===== src/rtl/ptf_pkg.sv =====
// Shared constants, codes and types for the page table with free frame list.
package ptf_pkg;

	localparam int PROC_W      = 4;
	localparam int PAGE_W      = 4;
	localparam int OFFSET_BITS = 12;
	localparam int VA_W        = 16;
	localparam int FRAME_W     = 5;
	localparam int FREED_W     = 5;
	localparam int STAT_W      = 2;

	localparam int PROCESSES   = 1 << PROC_W;
	localparam int PAGES       = 1 << PAGE_W;
	localparam int FRAMES      = 1 << FRAME_W;
	localparam int ENTRY_W     = PROC_W + PAGE_W;
	localparam int ENTRIES     = PROCESSES * PAGES;
	localparam int RING_PTR_W  = FRAME_W + 1;

	localparam int IN_DATA_W   = 24;
	localparam int OUT_DATA_W  = 24;

	typedef enum logic {
		FN_XLATE   = 1'b0,
		FN_RELEASE = 1'b1
	} func_t;

	typedef enum logic [STAT_W-1:0] {
		ST_HIT = 2'd0,
		ST_NEW = 2'd1,
		ST_OOF = 2'd2,
		ST_REL = 2'd3
	} status_t;

	typedef struct packed {
		logic               push;
		logic               pop;
		logic [FRAME_W-1:0] push_frame;
	} ring_ctl_t;

	typedef struct packed {
		logic               empty;
		logic               full;
		logic [FRAME_W-1:0] head_frame;
	} ring_stat_t;

endpackage


===== src/rtl/page_table_with_free_frame_list.sv =====
// Top level: per-process page tables with a free frame ring, run by a small sequencer.
//
//  channel | dir | handshake         | payload
//  --------+-----+-------------------+------------------------------------------------
//  s_*     | in  | s_tvalid/s_tready | tuser: func; tdata: process, virtual_address
//  m_*     | out | m_tvalid/m_tready | tuser: status; tdata: frame, page_offset, freed
//
// A translate beat runs through table RAM read, decide/update and output load.
// A release beat walks every page of the process, reading one table entry per cycle
// through the single RAM read port and pushing at most one frame per cycle.
// s_tready is high only while the sequencer is idle; a stalled output beat holds
// the sequencer until it can be loaded. Reset clears all valid bits and refills
// the ring at once; no clearing pass is needed.
module page_table_with_free_frame_list (
	input  logic                           clk,
	input  logic                           arst_n,
	input  logic                           s_tvalid,
	output logic                           s_tready,
	input  logic [ptf_pkg::IN_DATA_W-1:0]  s_tdata,  // [3:0] process, [19:4] virtual_address
	input  logic                           s_tuser,  // [0] func
	output logic                           m_tvalid,
	input  logic                           m_tready,
	output logic [ptf_pkg::OUT_DATA_W-1:0] m_tdata,  // [4:0] frame, [16:5] page_offset,
	                                                 // [21:17] freed_count
	output logic [ptf_pkg::STAT_W-1:0]     m_tuser   // [1:0] status
);
	import ptf_pkg::*;

	typedef enum logic [1:0] {
		S_IDLE,
		S_XLATE,
		S_WALK,
		S_OUT
	} state_t;

	state_t                 state_q;
	logic [PROC_W-1:0]      proc_q;
	logic [PAGE_W-1:0]      page_q;
	logic [OFFSET_BITS-1:0] offs_q;
	logic [PAGE_W-1:0]      cnt_q;
	logic [FREED_W-1:0]     freed_q;
	logic [FRAME_W-1:0]     res_frame_q;
	status_t                res_status_q;
	logic [ENTRIES-1:0]     valid_q;

	logic                   m_tvalid_q;
	logic [OUT_DATA_W-1:0]  m_tdata_q;
	status_t                m_tuser_q;

	logic                   accept;
	logic [PROC_W-1:0]      in_proc;
	logic [VA_W-1:0]        in_va;
	logic [PAGE_W-1:0]      in_page;
	logic                   out_free;

	logic                   ram_re;
	logic                   ram_we;
	logic [ENTRY_W-1:0]     ram_raddr;
	logic [FRAME_W-1:0]     ram_rdata;
	logic [ENTRY_W-1:0]     cur_idx;
	logic                   cur_valid;
	logic                   miss_take;

	ring_ctl_t              ring_ctl;
	ring_stat_t             ring_stat;

	assign s_tready = (state_q == S_IDLE);
	assign accept   = s_tvalid && s_tready;
	assign in_proc  = s_tdata[PROC_W-1:0];
	assign in_va    = s_tdata[PROC_W +: VA_W];
	assign in_page  = in_va[OFFSET_BITS +: PAGE_W];
	assign out_free = !m_tvalid_q || m_tready;

	// Entry under work: the latched page on translate, the walk counter on release.
	assign cur_idx   = {proc_q, (state_q == S_WALK) ? cnt_q : page_q};
	assign cur_valid = valid_q[cur_idx];
	assign miss_take = (state_q == S_XLATE) && !cur_valid && !ring_stat.empty;

	always_comb begin
		ram_re    = 1'b0;
		ram_raddr = cur_idx;
		if (accept) begin
			ram_re    = 1'b1;
			ram_raddr = {in_proc, (s_tuser == FN_RELEASE) ? PAGE_W'(0) : in_page};
		end else if (state_q == S_WALK) begin
			// Prefetch the next page while the current one is retired.
			ram_re    = 1'b1;
			ram_raddr = {proc_q, cnt_q + PAGE_W'(1)};
		end
	end

	assign ram_we = miss_take;

	assign ring_ctl.pop        = miss_take;
	assign ring_ctl.push       = (state_q == S_WALK) && cur_valid && !ring_stat.full;
	assign ring_ctl.push_frame = ram_rdata;

	ptf_ram #(
		.WIDTH(FRAME_W),
		.DEPTH(ENTRIES)
	) u_table (
		.clk  (clk),
		.we   (ram_we),
		.waddr(cur_idx),
		.wdata(ring_stat.head_frame),
		.re   (ram_re),
		.raddr(ram_raddr),
		.rdata(ram_rdata)
	);

	ptf_ring u_ring (
		.clk   (clk),
		.arst_n(arst_n),
		.ctl   (ring_ctl),
		.stat  (ring_stat)
	);

	always_ff @(posedge clk or negedge arst_n) begin
		if (!arst_n) begin
			state_q      <= S_IDLE;
			valid_q      <= '0;
			m_tvalid_q   <= 1'b0;
			proc_q       <= '0;
			page_q       <= '0;
			offs_q       <= '0;
			cnt_q        <= '0;
			freed_q      <= '0;
			res_frame_q  <= '0;
			res_status_q <= ST_HIT;
			m_tdata_q    <= '0;
			m_tuser_q    <= ST_HIT;
		end else begin
			// Load a finished result, or drop the beat the receiver took.
			if (state_q == S_OUT && out_free) begin
				m_tvalid_q <= 1'b1;
				m_tdata_q  <= OUT_DATA_W'({freed_q, offs_q, res_frame_q});
				m_tuser_q  <= res_status_q;
			end else if (m_tvalid_q && m_tready) begin
				m_tvalid_q <= 1'b0;
			end
			case (state_q)
				S_IDLE: begin
					if (accept) begin
						proc_q  <= in_proc;
						page_q  <= in_page;
						cnt_q   <= '0;
						freed_q <= '0;
						if (s_tuser == FN_RELEASE) begin
							offs_q  <= '0;
							state_q <= S_WALK;
						end else begin
							offs_q  <= in_va[OFFSET_BITS-1:0];
							state_q <= S_XLATE;
						end
					end
				end
				S_XLATE: begin
					if (cur_valid) begin
						res_frame_q  <= ram_rdata;
						res_status_q <= ST_HIT;
					end else if (miss_take) begin
						valid_q[cur_idx] <= 1'b1;
						res_frame_q      <= ring_stat.head_frame;
						res_status_q     <= ST_NEW;
					end else begin
						res_frame_q  <= '0;
						res_status_q <= ST_OOF;
					end
					state_q <= S_OUT;
				end
				S_WALK: begin
					if (cur_valid) begin
						valid_q[cur_idx] <= 1'b0;
					end
					if (ring_ctl.push) begin
						freed_q <= freed_q + FREED_W'(1);
					end
					cnt_q <= cnt_q + PAGE_W'(1);
					if (cnt_q == PAGE_W'(PAGES - 1)) begin
						res_frame_q  <= '0;
						res_status_q <= ST_REL;
						state_q      <= S_OUT;
					end
				end
				S_OUT: begin
					// Hold the result until the output register is free.
					if (out_free) begin
						state_q <= S_IDLE;
					end
				end
				default: begin
					state_q <= S_IDLE;
				end
			endcase
		end
	end

	assign m_tvalid = m_tvalid_q;
	assign m_tdata  = m_tdata_q;
	assign m_tuser  = m_tuser_q;

endmodule


===== src/rtl/ptf_ram.sv =====
// Generic single-port-write, single-port-read RAM with registered read data.
module ptf_ram #(
	parameter int WIDTH = 8,
	parameter int DEPTH = 256
) (
	input  logic                     clk,
	input  logic                     we,
	input  logic [$clog2(DEPTH)-1:0] waddr,
	input  logic [WIDTH-1:0]         wdata,
	input  logic                     re,
	input  logic [$clog2(DEPTH)-1:0] raddr,
	output logic [WIDTH-1:0]         rdata
);

	logic [WIDTH-1:0] mem_q [DEPTH];
	logic [WIDTH-1:0] rdata_q;

	always_ff @(posedge clk) begin
		if (we) begin
			mem_q[waddr] <= wdata;
		end
		if (re) begin
			rdata_q <= mem_q[raddr];
		end
	end

	assign rdata = rdata_q;

endmodule


===== src/rtl/ptf_ring.sv =====
// FIFO ring of free frame numbers with wrap-bit head and tail pointers.
module ptf_ring (
	input  logic                clk,
	input  logic                arst_n,
	input  ptf_pkg::ring_ctl_t  ctl,
	output ptf_pkg::ring_stat_t stat
);
	import ptf_pkg::*;

	logic [FRAME_W-1:0]    slot_q [FRAMES];
	logic [RING_PTR_W-1:0] head_q;
	logic [RING_PTR_W-1:0] tail_q;

	always_ff @(posedge clk or negedge arst_n) begin
		if (!arst_n) begin
			for (int k = 0; k < FRAMES; k++) begin
				slot_q[k] <= FRAME_W'(k);
			end
			head_q <= '0;
			tail_q <= RING_PTR_W'(FRAMES);
		end else begin
			if (ctl.push) begin
				slot_q[tail_q[FRAME_W-1:0]] <= ctl.push_frame;
				tail_q <= tail_q + RING_PTR_W'(1);
			end
			if (ctl.pop) begin
				head_q <= head_q + RING_PTR_W'(1);
			end
		end
	end

	// Pointers count modulo twice the depth; the top bit tells full from empty.
	assign stat.empty      = (head_q == tail_q);
	assign stat.full       = (head_q[RING_PTR_W-1] != tail_q[RING_PTR_W-1]) &&
	                         (head_q[FRAME_W-1:0] == tail_q[FRAME_W-1:0]);
	assign stat.head_frame = slot_q[head_q[FRAME_W-1:0]];

endmodule


===== config.mk =====
export PLATFORM = sky130hd
export DESIGN_NAME = page_table_with_free_frame_list
export DESIGN_NICKNAME = d
export VERILOG_FILES = /design/src/rtl/ptf_pkg.sv /design/src/rtl/page_table_with_free_frame_list.sv /design/src/rtl/ptf_ram.sv /design/src/rtl/ptf_ring.sv
export SDC_FILE = /design/constraint.sdc
export NUM_CORES = 2
export LEC_CHECK = 0
export BUFFER_PORTS_ARGS = -buffer_cell sky130_fd_sc_hd__buf_4
export CAP_MARGIN = 20
export CORE_MARGIN = 2
export CORE_UTILIZATION = 35
export DETAILED_ROUTE_END_ITERATION = 12
export SLEW_MARGIN = 20
export SYNTH_ARGS = -nofsm -noshare
export SYNTH_HDL_FRONTEND = slang
export SYNTH_SLANG_ARGS = --single-unit

===== constraint.sdc =====
create_clock -name clk -period 4.75 [get_ports clk]
set_input_delay 0.95 -clock clk [delete_from_list [all_inputs] [get_ports clk]]
set_output_delay 0.95 -clock clk [all_outputs]
set_load 0.1 [all_outputs]

==> flow_summary.html <==
<table>
<tr><th>Metric</th><th>Value</th></tr>
<tr><th colspan="2">Global routing</th></tr>
<tr><td>Remaining global-route overflow</td><td>0</td></tr>
<tr><td>Wire length of the first global-routing pass</td><td>288000 microns</td></tr>
<tr><td>Antenna violations before repair</td><td>5</td></tr>
<tr><td>Pin count of the biggest net entering global routing</td><td>150</td></tr>
<tr><td>Global-route total usage across every layer</td><td>0.177</td></tr>
<tr><td>Vias in the first global route</td><td>43100</td></tr>
<tr><th colspan="2">STA</th></tr>
<tr><td>Final count of pins violating max slew</td><td>0</td></tr>
<tr><td>Worst setup skew after layout</td><td>50.3 ps</td></tr>
<tr><td>Number of endpoints failing setup at the final stage</td><td>0</td></tr>
<tr><td>Setup repair after global routing missed its margin</td><td>true</td></tr>
<tr><td>Worst max-slew margin expressed relative to the limit</td><td>0.161</td></tr>
<tr><td>Worst hold slack after final layout</td><td>153 ps</td></tr>
<tr><td>Slew at the pin closest to its max-slew limit</td><td>1250 ps</td></tr>
<tr><td>Final setup slack of the worst path</td><td>78.4 ps</td></tr>
<tr><td>Final setup TNS</td><td>0 ps</td></tr>
<tr><td>Shortest period the worst path allows</td><td>4670 ps</td></tr>
<tr><td>Period utilization</td><td>0.983</td></tr>
<tr><td>Count of endpoints failing hold in the final timing report</td><td>0</td></tr>
<tr><td>Fmax</td><td>214 MHz</td></tr>
<tr><th colspan="2">Run</th></tr>
<tr><td>Number of violations of the max-capacitance limit</td><td>0</td></tr>
<tr><th colspan="2">Logic synthesis</th></tr>
<tr><td>Synth Area in XOR/XNOR</td><td>0.00214</td></tr>
<tr><td>Combinational family with the most area after synthesis</td><td>multiplexers</td></tr>
<tr><td>Share of synthesized area spent on multiplexers</td><td>0.148</td></tr>
<tr><td>YS warnings</td><td>0</td></tr>
<tr><td>Gate count of the mapped netlist</td><td>4629</td></tr>
<tr><td>Avg Inst Size Synth</td><td>15.9 sq um</td></tr>
<tr><td>Flops &amp; latches, synth</td><td>1776</td></tr>
<tr><td>Compound-gate portion of the synthesized area</td><td>0.0757</td></tr>
<tr><td>Most used DFF post-synth</td><td>sky130_fd_sc_hd__edfxtp_1</td></tr>
<tr><td>Mapped cell area</td><td>73800 sq um</td></tr>
<tr><td>Number of enable flip-flop cells after synthesis</td><td>1285</td></tr>
<tr><td>Share of flip-flops with an asynchronous set or reset</td><td>0.276</td></tr>
<tr><td>Share of synthesized area occupied by flip-flops and latches</td><td>0.691</td></tr>
<tr><td>Area share of fa/ha/maj cells after synthesis</td><td>0.00204</td></tr>
<tr><td>Basic-gate share of the synthesized area counting and, or, nand and nor cells</td><td>0.0603</td></tr>
<tr><td>Unique cell type count in the Yosys netlist</td><td>74</td></tr>
<tr><th colspan="2">Clock network</th></tr>
<tr><td>Number of clock buffers inserted by TritonCTS</td><td>175</td></tr>
<tr><td>Clock tree root driver cell</td><td>sky130_fd_sc_hd__clkbuf_16</td></tr>
<tr><td>Clk slew on worst S/H paths</td><td>60 ps</td></tr>
<tr><td>Cts hold-fix bufs</td><td>0</td></tr>
<tr><td>Count of clock tree sinks</td><td>1776</td></tr>
<tr><td>Clock tree from TritonCTS</td><td>yes</td></tr>
<tr><td>Count of H-tree levels built during CTS</td><td>4</td></tr>
<tr><td>Insertion delay of the later-clocked pin in the worst-skew pair</td><td>840 ps</td></tr>
<tr><td>Bufs on Longest Clock Path</td><td>3</td></tr>
<tr><th colspan="2">Floorplanning</th></tr>
<tr><td>Chip width</td><td>463 microns</td></tr>
<tr><td>Core region area</td><td>210000 sq um</td></tr>
<tr><td>Number of rows in the core area</td><td>168</td></tr>
<tr><td>Starting Density</td><td>0.352</td></tr>
<tr><td># IOs</td><td>57</td></tr>
<tr><td>Area of the die</td><td>214000 sq um</td></tr>
<tr><td>Die height</td><td>463 microns</td></tr>
<tr><th colspan="2">Critical path</th></tr>
<tr><td>Launching element type of the critical path</td><td>flip-flop</td></tr>
<tr><td>Data required time at the worst endpoint</td><td>5440 ps</td></tr>
<tr><td>R2r setup slk</td><td>80 ps</td></tr>
<tr><td>R2R depth</td><td>16</td></tr>
<tr><td>Critical path class</td><td>reg2reg</td></tr>
<tr><td>Worst Path Arrival</td><td>5360 ps</td></tr>
<tr><td>Startpoint of the worst-slack reg-to-reg timing path</td><td>state_q[0]$_DFFE_PN0P_</td></tr>
<tr><td>Maximum fanout along the worst path</td><td>15</td></tr>
<tr><td>Kind of capture point of the worst setup path</td><td>flip-flop</td></tr>
<tr><th colspan="2">Drt</th></tr>
<tr><td>Starting DRT DRC Count</td><td>4702</td></tr>
<tr><td>Antenna-violating nets left</td><td>0</td></tr>
<tr><td>Count of vias placed by the detailed router</td><td>42600</td></tr>
<tr><td>Wire length per cell</td><td>24.7 microns</td></tr>
<tr><td>Ratio of routed vias to standard cells</td><td>5.47</td></tr>
<tr><td>Final routed wirelength across all metal layers</td><td>192000 microns</td></tr>
<tr><td>Drt drc</td><td>0</td></tr>
<tr><td>Router iterations before antenna repair</td><td>6</td></tr>
<tr><th colspan="2">Final layout</th></tr>
<tr><td>Fraction of final layout cells with drive strength greater than 1</td><td>0.292</td></tr>
<tr><td>Leading cell type in the layout, fill and taps excluded</td><td>sky130_fd_sc_hd__edfxtp_1</td></tr>
<tr><td>Most used cells in the layout excluding fill and tap cells</td><td>sky130_fd_sc_hd__edfxtp_1, sky130_fd_sc_hd__a21oi_1, sky130_fd_sc_hd__dfrtp_1</td></tr>
<tr><td>Nets</td><td>4871</td></tr>
<tr><td>Register Area</td><td>51000 sq um</td></tr>
<tr><td>Area grow syn2layout</td><td>16.5%</td></tr>
<tr><td>Area of the multi-input gates</td><td>22100 sq um</td></tr>
<tr><td>Layout filler cell count</td><td>18800</td></tr>
<tr><th colspan="2">Placement</th></tr>
<tr><td>Routability congestion estimate</td><td>0.867</td></tr>
<tr><td>Minimum setup slack after placement</td><td>73.5 ps</td></tr>
<tr><td>Port bufs</td><td>50</td></tr>
<tr><td>DP HPWL</td><td>119000 microns</td></tr>
<tr><th colspan="2">Power and ir drop</th></tr>
<tr><td>Peak VDD IR</td><td>0.000644 V</td></tr>
<tr><td>Cell leakage power</td><td>0.0302 uW</td></tr>
<tr><td>Power density over cell area</td><td>735 nW/um^2</td></tr>
<tr><th colspan="2">Worst hold path</th></tr>
<tr><td>Kind of path behind the tightest hold check</td><td>in2async</td></tr>
<tr><th colspan="2">Status</th></tr>
<tr><td>Run status</td><td>finished, final reports clean</td></tr>
</table>
cells by family after synthesis:
group,count (synthesis)
flip-flops,1776
AND/OR/NAND/NOR,940
AO/OA/AOI/OAI,923
multiplexers,601
buffers and inverters,358
XOR/XNOR,18
adder cells (fa/ha/maj),12
other,1
power breakdown:
group	internal (uW)	total, uW	switching, uW	leakage, uW
Clock	7860	14000	6170	0.00285
Sequential	21000	21700	730	0.0182
Combinational	9890	27500	17600	0.00914
Total	38700	63200	24500	0.0302
through the flow:
stage	power, uW	utilization	cell area [sq um]	cells
final	63200	0.410	85900	7786
after global routing	65900	0.410	85900	7785
after CTS	63400	0.407	85300	7780
after detailed placement	49400	0.379	79500	7454
after global placement	48900	0.379	79400	7453
after floorplan	38700	-	73800	4630
cells in the mapped netlist (all sizes together) (81+ instances only):
master | count | area [sq um]
dfrtp | 410 | 10300
dfstp | 81 | 2130
a21oi | 479 | 2410
mux4 | 370 | 8330
nand3 | 86 | 686
o22ai | 94 | 588
mux2 | 205 | 2310
nand2 | 228 | 856
buf | 137 | 718
clkbuf | 200 | 751
edfxtp | 1285 | 38600
nor2 | 449 | 1690
how the worst max path moves through the flow:
| stage | end | slack, ps | start | depth (start not counted) |
|---|---|---|---|---|
| 2_1_floorplan | u_table.rdata[0]$_DFFE_PP_ | 370 | state_q[0]$_DFFE_PN0P_ | 15 |
| 3_3_place_gp | u_table.mem_q[195][1]$_DFFE_PP_ | 160 | state_q[0]$_DFFE_PN0P_ | 18 |
| 3_5_place_dp | u_table.mem_q[131][1]$_DFFE_PP_ | 70 | state_q[0]$_DFFE_PN0P_ | 17 |
| 4_1_cts | u_table.mem_q[131][4]$_DFFE_PP_ | 10 | state_q[0]$_DFFE_PN0P_ | 18 |
| 5_1_grt | u_table.mem_q[149][4]$_DFFE_PP_ | -90 | state_q[0]$_DFFE_PN0P_ | 19 |
| 6_report | flip-flop | 80 | state_q[0]$_DFFE_PN0P_ | 16 |
repair_timing:
| item | 4_1_cts | 5_1_grt |
|---|---|---|
| endpoints found under the setup margin | 0 | 1393 |
| endpoints found under the hold margin | 0 | 0 |
| setup buffers | 0 | 4 |
| resized for setup | 0 | 206 |
worst max-delay path, cell delays in order, from the launching register on:
cell and delay [ps]:
sky130_fd_sc_hd__dfrtp_1 380, sky130_fd_sc_hd__inv_1 110, sky130_fd_sc_hd__ha_2 270, sky130_fd_sc_hd__buf_4 170
sky130_fd_sc_hd__nand3b_1 190, sky130_fd_sc_hd__buf_4 300, sky130_fd_sc_hd__a21oi_1 90, sky130_fd_sc_hd__nor4_1 470
sky130_fd_sc_hd__o22ai_1 270, sky130_fd_sc_hd__o41ai_2 330, sky130_fd_sc_hd__nor4b_2 120, sky130_fd_sc_hd__or4_1 700
sky130_fd_sc_hd__buf_4 260, sky130_fd_sc_hd__nor3b_2 280, sky130_fd_sc_hd__nand2_1 100, sky130_fd_sc_hd__buf_4 250
sky130_fd_sc_hd__o22a_1 220
area by class of cell:
cell class                 count  area share
antenna                        2   0.0000582
clock buffer                 221      0.0546
clock inverter               105      0.0133
inverter                      21    0.000917
multi-input combinational   2496       0.257
sequential                  1776       0.593
tap                         2805      0.0408
timing repair buffer         360      0.0402
metal layers:
layer	vias to the layer above	wire length [microns]	GRT usage
met5	-	0	0
met2	1667	92000	0.285
met3	322	13300	0.0277
met1	22100	81200	0.246
li1	18500	-	-
met4	0	5560	0.0544
(Power assumes the default switching activity.)
